<file path="src/hdl/srl_pkg.sv">
// shared constants, operation codes and controller/datapath command types
package srl_pkg;

    localparam int DEF_TABLE_DEPTH    = 1024;
    localparam int DEF_POSITION_WIDTH = 32;

    localparam int OP_W   = 2;
    localparam int SYM_W  = 8;
    localparam int QPOS_W = 32;
    localparam int REC_W  = 11;

    localparam logic [SYM_W-1:0] SEP_CODE_RESET = 8'hFF;

    // operation codes
    localparam logic [OP_W-1:0] OP_APPEND  = 2'd0;
    localparam logic [OP_W-1:0] OP_QUERY   = 2'd1;
    localparam logic [OP_W-1:0] OP_RESTART = 2'd2;

    // controller to datapath
    typedef struct packed {
        logic append;
        logic restart;
        logic load;
        logic finish_trivial;
        logic read;
        logic step;
        logic finish_search;
    } t_dp_cmd;

    // datapath to controller
    typedef struct packed {
        logic count_zero;
        logic past_end;
        logic search_end;
    } t_dp_status;

endpackage

</file>
<file path="src/hdl/srl_ctrl.sv">
// sequencing state machine for appends, restarts and the binary search
module srl_ctrl (
    input  logic                        i_clk,
    input  logic                        i_rst_n,
    input  logic                        start,
    input  logic [srl_pkg::OP_W-1:0]    i_operation,
    input  srl_pkg::t_dp_status         i_status,
    output srl_pkg::t_dp_cmd            o_cmd,
    output logic                        busy
);

    localparam logic [1:0] ST_IDLE  = 2'd0;
    localparam logic [1:0] ST_CHECK = 2'd1;
    localparam logic [1:0] ST_READ  = 2'd2;
    localparam logic [1:0] ST_CMP   = 2'd3;

    logic [1:0] r_state;
    logic [1:0] n_state;
    logic       accept;

    assign busy   = (r_state != ST_IDLE) || !i_rst_n;
    assign accept = start && !busy;

    always_comb begin
        n_state = r_state;
        o_cmd   = '0;
        unique case (r_state)
            ST_IDLE: begin
                if (accept) begin
                    unique case (i_operation)
                        srl_pkg::OP_APPEND: begin
                            o_cmd.append = 1'b1;
                        end
                        srl_pkg::OP_QUERY: begin
                            o_cmd.load = 1'b1;
                            n_state    = ST_CHECK;
                        end
                        srl_pkg::OP_RESTART: begin
                            o_cmd.restart = 1'b1;
                        end
                        default: begin
                        end
                    endcase
                end
            end
            ST_CHECK: begin
                // empty table or past the end: answer without searching
                if (i_status.count_zero || i_status.past_end) begin
                    o_cmd.finish_trivial = 1'b1;
                    n_state              = ST_IDLE;
                end else begin
                    n_state = ST_READ;
                end
            end
            ST_READ: begin
                o_cmd.read = 1'b1;
                n_state    = ST_CMP;
            end
            ST_CMP: begin
                o_cmd.step = 1'b1;
                if (i_status.search_end) begin
                    o_cmd.finish_search = 1'b1;
                    n_state             = ST_IDLE;
                end else begin
                    n_state = ST_READ;
                end
            end
            default: begin
                n_state = ST_IDLE;
            end
        endcase
    end

    always_ff @(posedge i_clk) begin
        if (!i_rst_n) begin
            r_state <= ST_IDLE;
        end else begin
            r_state <= n_state;
        end
    end

endmodule

</file>
<file path="config.mk">
export PLATFORM = sky130hd
export DESIGN_NAME = srl_ctrl
export DESIGN_NICKNAME = d
export VERILOG_FILES = /design/src/hdl/srl_pkg.sv /design/src/hdl/srl_ctrl.sv
export SDC_FILE = /design/constraint.sdc
export NUM_CORES = 1
export LEC_CHECK = 0
export BUFFER_PORTS_ARGS = -buffer_cell sky130_fd_sc_hd__buf_2
export CAP_MARGIN = 20
export CORE_AREA = 5 5 42 44
export DETAILED_ROUTE_END_ITERATION = 12
export DIE_AREA = 0 0 47 49
export SYNTH_ARGS = -nofsm -noshare
export SYNTH_HDL_FRONTEND = slang
export SYNTH_SLANG_ARGS = --single-unit
export TNS_END_PERCENT = 5
</file>
<file path="constraint.sdc">
create_clock -name i_clk -period 1.5 [get_ports i_clk]
set_clock_uncertainty 0.2 [all_clocks]
set_input_delay 0.15 -clock i_clk [delete_from_list [all_inputs] [get_ports i_clk]]
set_output_delay 0.15 -clock i_clk [all_outputs]
set_load 0.005 [all_outputs]
</file>
==> results.md <==
* Outcome: completed
* Number of storage elements in the synthesis netlist at 2
* Quantity of hold-fixing buffers added after cts at 0
* Final cycle utilization of the critical path at a little over nine tenths
* Multi-input gate area at 127.6 um2
* Fin. Hold Viols at 0
* Number of fill cells in the layout at 173
* Cts bufs inserted at 3
* Boundary pin count at 16
* P&R area growth vs syn at 98.32%
* Critical path launch point: r_state[1]
* Portion of total power attributed to the clock network at 56.4%
* Capturing element type of the critical path: output port
* Number of buffers inserted by port buffering at 15
* Synth Flop Type: dfxtp_1
* Commonest cells in the synthesized netlist: dfxtp_1 (2), inv_1 (2), nor3b_1 (2)
* Fraction of power spent switching nets at roughly 23%
* Final #Nets at 45
* Vertical extent of the die at between 40 and 50 um
* RSZ-0062 raised after global routing: yes
* Max reg flops at 2
* Final GP Congestion at 0.6543
* Biggest area contributors in the synthesized netlist: dfxtp_1 (27%), nor3b_1 (10%), a211oi_2 (8.4%)
* Total internal power at 162.6 uW
* Critical Path AT at about 1.1 ns
* Leading registers by flop count: r_state: 2 flops
* Post-CTS setup buffers at 0
* Floorplan Core Area at roughly 1400 um2
* Number of pins exceeding their max-slew limit in the final report at 0
* Number of levels in the clock H-tree at 1
* Via density per instance at 4.216
* Number of buffers on the longest clock path at 2
* Leakage dissipation at roughly 0.00015 uW
* Standard cell area after detailed placement at 244.0 um2
* Post-synthesis average cell area at 8.758 um2
* Die outline width at 47 um
* Startpoint Class: flip-flop
* Type of the most critical hold path: input port to flip-flop
* Launch instance of the worst min-delay path: i_status[2]
* Part of the total power dissipated in combinational logic at 16.2%
* Distinct cells, synth at 14
* Crit path setup slack, layout at 0.06643 ns
* Number of max-capacitance violations reported at 0
* Total power per unit cell area at 710.7 nW/um2
* Crit path time final at 1.434 ns
* Starting utilization of the core area at 10.63%
* Path type of the worst setup path: flip-flop to output port
* Clock slew at reported path FFs at about 0.030 ns
* Buffer type at the clock tree root: clkbuf_4
* Antenna violations before repair at 0
* Mapped Nets at 25
* Total congestion overflow after global routing at 0
* Worst-path maximum fanout at 5
* Pin count of the biggest net entering global routing at 9
* Avg WL per Cell at 10.18 um
* Required arrival time at the worst endpoint at 1.15 ns
* First DRT Iteration DRCs at 1
* Proportion of layout cells with a drive suffix above 1 at a little over 70%
* Wire length reported by the detailed router at 519 um
* Actual transition at the worst max-transition pin at 0.1591 ns
* Worst r2r src: r_state[0]
* Total standard cell area after synthesis at 148.9 um2
* Switch Pwr at roughly 47 uW
* Vias in the first global route at 209
* Antenna diode count at 0
* Upper clock frequency limit at 697.6 MHz
* Cell Count Post-Placement at 48
* Place WS at about 0.2 ns
* Sinks on Clock Net at 2
* Non-Filler Instances at 51
* Seq. cell area at approximately 43 um2
* Overall fraction of global-route tracks in use at 5.556%
* Clock tree from TritonCTS: built
* Flop pwr share at 27.4%
* Residual antenna-violating net count after detailed routing at 0
* Peak supply drop at 0.2012 mV
* Normalized max-slew margin at 89.33%
* Reg with most FFs: r_state
* Global-route wire length before repair at approximately 860 um
* Warning count from the yosys run at 0
* Insertion delay of the later-clocked pin in the worst-skew pair at 0.22 ns
* Register area share after synthesis at 26.89%
* Number of standard cells after synthesis at 17
* Fraction of synthesis flops using an asynchronous set or reset pin at 0%
* Finished Cell Area at roughly 300 um2
* Library cell with the largest summed area after synthesis: dfxtp_1
* Share of the synthesized area in the top cell type at between 20% and 30%
* Number of enable-type register cells in the synthesized netlist at 0
* Number of detailed-route iterations in the first pass at 2
* Detailed-route via count at ~220
* Total die area at 2303 um2
* Post-route DRC violation count at 0
* Number of endpoints failing setup at the final stage at 0
* Number of core rows at 14
final cells by class:
type                            instances  area share [%]
Sequential cell                         2           14.41
Timing Repair Buffer                   15           25.42
Clock buffer                            3           7.627
Multi-Input combinational cell         13           43.22
Inverter                                2           2.542
Tap cell                               16           6.780
worst max-delay path, stage by stage, from the launching register on:
cell	delay (ns)
dfxtp_2	0.33
nand4bb_4	0.24
nor3b_2	0.16
buf_2	0.13
kinds of logic (layout without fill, tap and decap cells):
| family | after synthesis | count (layout) | share of synthesized area, % |
|---|---|---|---|
| buffers and inverters | 2 | 20 | 5.044 |
| and+or+nand+nor | 10 | 10 | 47.90 |
| DFF | 2 | 2 | 26.89 |
| AOI/OAI and AO/OA | 3 | 3 | 20.17 |
worst paths after layout:
check	slack (ns)	end	cells past startpoint
max	0.07	o_cmd[5]	3
min	0.02	r_state[1]	3
max reg2reg	0.26	r_state[1]	2
min reg2reg	0.28	r_state[0]	1
per-stage QoR:
step	hold WS, ns	util [%]	TNS [ns]	power (uW)
finish	0.02180	21.07	0	209.9
global placement	0.2393	17.41	0	85.42
floorplan	0.1056	-	0	67.99
detailed placement	0.2388	17.41	0	86.02
global route	0.02023	21.07	-0.03799	226.0
CTS	0.01520	20.63	0	219.8
repair_timing:
action,4_1_cts,5_1_grt
endpoints found under the setup margin,2,3
gates cloned,0,0
pin swaps,0,2
resized for setup,3,2
power by group through the flow:
stage / sequential [uW] / combinational (uW) / clock, uW
CTS: 57.2 / 33.7 / 129
floorplan: 57.0 / 11.0 / 0
finish: 57.5 / 34.1 / 118
detailed placement: 57.7 / 28.4 / 0
global route: 58.0 / 37.6 / 130
global placement: 57.6 / 27.8 / 0
cell usage in the layout, fill, tap and decap left out, drive strengths merged:
cell type and n:
a211oi 2, and2 1, and3 1, buf 15, clkbuf 3, dfxtp 2
inv 2, nand3b 1, nand4bb 1, nor2 1, nor3 1, nor3b 2
o211a 1, or3 1, or3b 1
per-layer routing:
layer | wire length (um) | track usage, % | share of wire (%) | up-vias
li1 | - | - | - | 104
met4 | 20 | 6.912 | 3.9 | 0
met3 | 51 | 2.583 | 9.8 | 2
met2 | 234 | 7.014 | 45 | 12
met5 | 0 | 0 | 0 | -
met1 | 212 | 5.689 | 41 | 97
(Power assumes the default switching activity.)
